**src/design/mbf40_pkg.sv**
```systemverilog
// Shared types, codes and sizes for the 40-bit MBF arithmetic unit.
`default_nettype none

package mbf40_pkg;

   // Depth of the queue between the front end and the execution pipeline.
   localparam int QUEUE_DEPTH = 4;
   localparam int QUEUE_AW    = $clog2(QUEUE_DEPTH);

   // The divider retires this many quotient bits in each of its stages.
   localparam int DIV_BITS_PER_STAGE = 2;
   localparam int DIV_QUO_BITS       = 56;
   localparam int DIV_STAGES         = DIV_QUO_BITS / DIV_BITS_PER_STAGE;

   // Format constants.
   localparam logic [7:0]  EXP_BIAS = 8'd129;
   localparam logic [7:0]  EXP_MAX  = 8'hFF;
   localparam logic [30:0] MANT_MAX = 31'h7FFF_FFFF;

   typedef enum logic [2:0] {
      CMD_ADD    = 3'd0,
      CMD_SUB    = 3'd1,
      CMD_MUL    = 3'd2,
      CMD_DIV    = 3'd3,
      CMD_NEG    = 3'd4,
      CMD_CMP    = 3'd5,
      CMD_FROM_INT = 3'd6,
      CMD_TO_INT = 3'd7
   } cmd_type;

   typedef enum logic [1:0] {
      ST_OK        = 2'd0,
      ST_OVERFLOW  = 2'd1,
      ST_UNDERFLOW = 2'd2,
      ST_DIV_ZERO  = 2'd3
   } status_type;

   // Work classes handed from the front end to the execution pipeline.
   typedef enum logic [2:0] {
      KIND_DONE,
      KIND_ADD,
      KIND_MUL,
      KIND_DIV,
      KIND_INT
   } kind_type;

   typedef struct packed {
      logic [2:0]         command;
      logic [39:0]        operand_a;
      logic [39:0]        operand_b;
      logic signed [63:0] int_value;
   } req_type;

   typedef struct packed {
      logic [39:0]        result_value;
      logic signed [63:0] int_result;
      logic               less;
      logic               equal;
      logic               greater;
      logic [1:0]         status;
   } rsp_type;

   // Classified operation. The mag field carries the integer magnitude for
   // conversion from an integer and collects the quotient bits for division.
   typedef struct packed {
      kind_type    kind;
      rsp_type     done;
      logic        sign_a;
      logic        sign_b;
      logic [7:0]  exp_a;
      logic [7:0]  exp_b;
      logic [31:0] sig_a;
      logic [31:0] sig_b;
      logic [63:0] mag;
      logic [32:0] rem;
   } work_type;

endpackage

`default_nettype wire

```
**src/design/mbf40_front.sv**
```systemverilog
// Front end: decodes a request word, finishes the simple commands and classifies the rest.
`default_nettype none

module mbf40_front (
   input  mbf40_pkg::req_type  req_word,
   output mbf40_pkg::work_type work_word
);

   always_comb begin
      logic [7:0]  ea, eb, ex;
      logic        sa, sb, sbe, za, zb, sga, sgb, lt, gt;
      logic [30:0] fa, fb;
      logic [38:0] mga, mgb;
      logic [94:0] wide;
      logic [63:0] mag, vu;

      ea   = req_word.operand_a[39:32];
      eb   = req_word.operand_b[39:32];
      sa   = req_word.operand_a[31];
      sb   = req_word.operand_b[31];
      fa   = req_word.operand_a[30:0];
      fb   = req_word.operand_b[30:0];
      za   = (ea == 8'd0);
      zb   = (eb == 8'd0);
      sbe  = sb ^ (req_word.command == mbf40_pkg::CMD_SUB);
      vu   = req_word.int_value;
      ex   = ea - mbf40_pkg::EXP_BIAS;
      wide = '0;
      mag  = '0;

      work_word        = '0;
      work_word.kind   = mbf40_pkg::KIND_DONE;
      work_word.exp_a  = ea;
      work_word.exp_b  = eb;
      work_word.sig_a  = {1'b1, fa};
      work_word.sig_b  = {1'b1, fb};
      work_word.sign_a = sa;
      work_word.sign_b = sbe;

      // Signed comparison keys; every zero encoding reads as plus zero.
      mga = za ? 39'd0 : {ea, fa};
      mgb = zb ? 39'd0 : {eb, fb};
      sga = ~za & sa;
      sgb = ~zb & sb;
      lt  = (sga != sgb) ? sga : (sga ? (mga > mgb) : (mga < mgb));
      gt  = (sga != sgb) ? sgb : (sga ? (mga < mgb) : (mga > mgb));

      case (req_word.command)
         mbf40_pkg::CMD_ADD, mbf40_pkg::CMD_SUB: begin
            // A zero operand or an exact cancellation needs no arithmetic.
            if (za && zb) begin
               work_word.done.result_value = '0;
            end else if (za) begin
               work_word.done.result_value = {eb, sbe, fb};
            end else if (zb) begin
               work_word.done.result_value = req_word.operand_a;
            end else if ({ea, fa} == {eb, fb} && sa != sbe) begin
               work_word.done.result_value = '0;
            end else begin
               work_word.kind = mbf40_pkg::KIND_ADD;
            end
         end
         mbf40_pkg::CMD_MUL: begin
            if (!(za || zb)) begin
               work_word.kind   = mbf40_pkg::KIND_MUL;
               work_word.sign_a = sa ^ sb;
            end
         end
         mbf40_pkg::CMD_DIV: begin
            if (zb) begin
               work_word.done.status = mbf40_pkg::ST_DIV_ZERO;
               if (!za) begin
                  work_word.done.result_value =
                     {mbf40_pkg::EXP_MAX, sa, mbf40_pkg::MANT_MAX};
               end
            end else if (!za) begin
               work_word.kind   = mbf40_pkg::KIND_DIV;
               work_word.sign_a = sa ^ sb;
               work_word.rem    = {2'b01, fa};
            end
         end
         mbf40_pkg::CMD_NEG: begin
            if (!za) begin
               work_word.done.result_value = {ea, ~sa, fa};
            end
         end
         mbf40_pkg::CMD_CMP: begin
            work_word.done.less    = lt;
            work_word.done.greater = gt;
            work_word.done.equal   = !lt && !gt;
         end
         mbf40_pkg::CMD_FROM_INT: begin
            if (vu != 64'd0) begin
               work_word.kind   = mbf40_pkg::KIND_INT;
               work_word.sign_a = vu[63];
               work_word.mag    = vu[63] ? (64'd0 - vu) : vu;
            end
         end
         default: begin
            // Conversion to integer, truncating toward zero.
            if (!za && ea >= mbf40_pkg::EXP_BIAS) begin
               if (ex >= 8'd63) begin
                  if (sa && ex == 8'd63 && fa == 31'd0) begin
                     work_word.done.int_result = {1'b1, 63'd0};
                  end else begin
                     work_word.done.status     = mbf40_pkg::ST_OVERFLOW;
                     work_word.done.int_result = sa ? {1'b1, 63'd0} : {1'b0, {63{1'b1}}};
                  end
               end else begin
                  wide = {63'd0, 1'b1, fa} << ex[5:0];
                  mag  = wide[94:31];
                  work_word.done.int_result = sa ? (64'd0 - mag) : mag;
               end
            end
         end
      endcase
   end

endmodule

`default_nettype wire

```
**config.mk**
```make
export PLATFORM = sky130hd
export DESIGN_NAME = mbf40_front
export DESIGN_NICKNAME = d
export VERILOG_FILES = /design/src/design/mbf40_pkg.sv /design/src/design/mbf40_front.sv
export SDC_FILE = /design/constraint.sdc
export NUM_CORES = 1
export LEC_CHECK = 0
export ABC_CLOCK_PERIOD_IN_PS = 15200
export BUFFER_PORTS_ARGS = -buffer_cell sky130_fd_sc_hd__buf_2
export CAP_MARGIN = 40
export CORE_AREA = 2 2 171 173
export DETAILED_ROUTE_END_ITERATION = 16
export DIE_AREA = 0 0 173 175
export PLACE_DENSITY_LB_ADDON = 0.05
export SLEW_MARGIN = 20
export SYNTH_ARGS = -nofsm -noshare
export SYNTH_HDL_FRONTEND = slang
export SYNTH_SLANG_ARGS = --single-unit
export TNS_END_PERCENT = 50
```
**constraint.sdc**
```tcl
create_clock -name vclk -period 15.2
set_input_delay 1.52 -clock vclk [all_inputs]
set_output_delay 1.52 -clock vclk [all_outputs]
set_load 0.02 [all_outputs]
```
==> results.rst <==
.. list-table::
   :header-rows: 1

   * - Metric
     - Value
   * - Run status
     - completed
   * - Crit-path cells
     - buf_2 > inv_2 > ha_2 > ha_1 > clkinv_1 > buf_4 > mux4_2 > and2_1 > a22oi_1 > o21a_1 > nor4b_2 > nand4_2 > nor3_2 > nand2_1 > o311ai_1 > buf_2
   * - Slowest cell on crit path
     - nor3_2
   * - Post-layout instance area
     - 13,700 um^2
   * - P&R area growth vs syn
     - 13.5%
   * - Number of setup violations in the final report
     - 0
   * - GR Overflow Total
     - 0
   * - Routed Wire Length
     - 60.5 mm
   * - Arrival time at the worst endpoint
     - 7.68 ns
   * - Number of I/O port buffers
     - 435
   * - Effective utilization at floorplan
     - 42.7%
   * - Number of distinct library cells after synthesis
     - 104
   * - Number of nets in the finished design
     - 2,205
   * - Critical path buffers and inverters
     - 5
   * - Floorplan row count
     - 62
   * - Max Cap Viol
     - 0
   * - Area used by sequential logic in the layout
     - 0 um^2
   * - Setup slack at placement
     - 6.12 ns
   * - Height of the chip
     - 175 um
   * - Commonest non-fill, non-tap cell in the layout
     - buf_2
   * - Sequential cell count
     - 0
   * - Type of the tightest min-delay check
     - input pin to primary output
   * - Unrepaired setup endpoints after global routing
     - no
   * - # clk buffers
     - 0
   * - Number of global-route vias before repair
     - 14,900
   * - Detailed placer's ending HPWL
     - 46.7 mm
   * - Synth Area in Compound Gates
     - 29.5%
   * - Count of fill cells added during filler insertion
     - 3,073
   * - Final Max Tran Viols
     - 0
   * - Mean number of vias per cell
     - 6.63
   * - Worst slew margin
     - 37.4%
   * - Placed instance area
     - 13,700 um^2
   * - Pwr dens
     - 42.4 nW/um^2
   * - Post-route core utilization
     - 48.4%
   * - CP required
     - 13.68 ns
   * - Post-synthesis xor/xnor area fraction
     - 7.93%
   * - Iteration-0 DRC Markers
     - 1,795
   * - Number of top-level pins
     - 438
   * - Vias after detailed routing
     - 15,900
   * - Worst supply voltage drop on vdd
     - 0.0000263 V
   * - Number of buffers inserted for hold repair after clock tree synthesis
     - 0
   * - Cell count after synthesis
     - 1,792
   * - Initial antenna violation count
     - 4
   * - Share of the cycle needed by the critical path after routing
     - 60.5%
   * - Simple-gate share of the synthesized area
     - 33.7%
   * - Share of synthesized cell area in full adder, half adder and majority cells
     - 4.54%
   * - Share of total power in the clock network
     - 0%
   * - Category of cells accounting for the largest share of critical-path delay
     - simple AND/OR/NAND/NOR gates
   * - Fmax
     - 109 MHz
   * - Synthesized area per cell
     - 6.76 um^2
   * - Total of warnings raised by yosys
     - 0
   * - Number of cells upsized or downsized after cts
     - 0
   * - Delay of the slowest critical-path stage
     - 0.95 ns
   * - Post CTS Setup Buffer Count
     - 0
   * - Post-DRT Antenna Nets
     - 0
   * - Weighted congestion reported at the end of routability-driven placement
     - 1.05
   * - First-pass GRT wire length
     - 91.6 mm
   * - Sequential fraction of the synthesis area
     - 0%
   * - Largest net degree at the start of global routing
     - 81
   * - Critical Setup Path Class
     - input pin to primary output
   * - Slew at the pin closest to its max-slew limit
     - 0.932 ns
   * - Post-Route Setup TNS
     - 0 ns
   * - Sequential share of power
     - 0%
   * - All-layer global routing usage
     - 37.9%
   * - Floorplan die width
     - 173 um
   * - Detailed-route wire length per cell
     - 25.2 um
   * - P_sw
     - 0.391 mW
   * - Total stage count of the critical path
     - 16
   * - Mapped Area
     - 12,100 um^2
   * - Critical path endpoint category
     - primary output
   * - Proportion of layout cells with a drive suffix above 1
     - 29.9%
   * - Multi-input logic area
     - 10,600 um^2
   * - Switching Fraction
     - 67.2%
   * - Area of the die
     - 30,300 um^2
   * - Standard cell core area
     - 28,400 um^2
   * - Initial DRT Pass Iterations
     - 7
   * - Most frequent cells in the layout
     - buf_2 (437), nand2_1 (177), nor2_1 (173)
   * - Number of DRC violations after detailed routing
     - 0
   * - Final number of hold-violating endpoints
     - 0
   * - Portion of netlist area occupied by mux cells
     - 11.4%
   * - CP most frequent cell
     - buf_2
   * - Final setup slack of the worst path
     - 6.00 ns
   * - Leakage component of the power
     - 6.17 nW
   * - Design internal power
     - 0.191 mW
   * - Crit path max fanout
     - 50
   * - Shortest period the worst path allows
     - 9.20 ns
   * - Dominant combinational cell family by area after synthesis
     - simple AND/OR/NAND/NOR gates
   * - Hold Path Depth
     - 2
   * - Kind of start point of the critical path
     - input pin
   * - Combinational Power Share
     - 100.0%
logic make-up after synthesis:
kind of cell,Yosys count
compound gates,480
simple gates,781
buf+inv,292
other cells,2
mux,85
xor+xnor,108
fa+ha+maj,44
synthesized netlist by cell type (all sizes together), types with 8 or more instances:
| cell | number | area share, % |
|---|---|---|
| clkbuf | 116 | 3.6 |
| nor3 | 47 | 2.1 |
| a211o | 9 | 0.65 |
| o21ai | 84 | 3.5 |
| mux2i | 26 | 2.1 |
| o311ai | 8 | 0.70 |
| xor2 | 73 | 5.3 |
| a221oi | 24 | 2.0 |
| and3 | 20 | 1.0 |
| a221o | 42 | 3.5 |
| nand2 | 179 | 5.6 |
| nor2b | 10 | 0.52 |
| nand4 | 43 | 2.3 |
| o31ai | 29 | 1.9 |
| o41ai | 12 | 0.93 |
| or2 | 18 | 0.93 |
| ha | 44 | 4.5 |
| or4 | 15 | 0.93 |
| a21oi | 74 | 3.1 |
| buf | 148 | 8.5 |
| a2111oi | 8 | 0.60 |
| xnor2 | 35 | 2.7 |
| mux4 | 40 | 7.4 |
| and4 | 8 | 0.58 |
| nor2 | 174 | 5.4 |
| mux2 | 19 | 1.8 |
| o31a | 11 | 0.80 |
| a22oi | 8 | 0.50 |
| and2 | 78 | 4.0 |
| o211ai | 21 | 1.3 |
| a31oi | 23 | 1.2 |
| inv | 27 | 0.84 |
| o21a | 12 | 0.74 |
| or3 | 23 | 1.2 |
| a21o | 19 | 1.2 |
| nand3 | 84 | 3.5 |
| nor4 | 50 | 3.3 |
| a211oi | 28 | 1.8 |
power groups by stage:
stage          registers [mW]  logic (mW)  clock network (mW)
2_1_floorplan               0       0.395                   0
5_1_grt                     0       0.620       0.00000000880
3_5_place_dp                0       0.564                   0
3_3_place_gp                0       0.563                   0
6_report                    0       0.582       0.00000000881
4_1_cts                     0       0.567                   0
layout make-up:
| class | count | share of cell area [%] |
|---|---|---|
| Multi-Input combinational cell | 1501 | 77.1 |
| Timing Repair Buffer | 483 | 18.6 |
| Tap cell | 384 | 3.50 |
| Inverter | 28 | 0.765 |
| Antenna cell | 1 | 0.0182 |
metrics by stage:
stage          std cells  power, mW  hold WS [ns]
3_5_place_dp        2391      0.564          3.32
2_1_floorplan       1793      0.395          3.15
5_1_grt             2397      0.620          3.32
6_report            2397      0.582          3.32
3_3_place_gp        2384      0.563          3.32
4_1_cts             2391      0.567          3.32
worst paths after layout:
path | startpoint | end
min | req_word[90] | work_word[123]
max | req_word[136] | work_word[227]
per-layer routing:
layer | GRT usage [%] | vias up | part of all wire [%]
met2 | 62.9 | 928 | 46
met1 | 49.0 | 7618 | 40
met4 | 16.8 | 6 | 5.1
met5 | 0 | - | 0.059
met3 | 5.29 | 196 | 8.3
li1 | - | 7139 | -
Note: power is estimated with default switching activity, not from simulation.
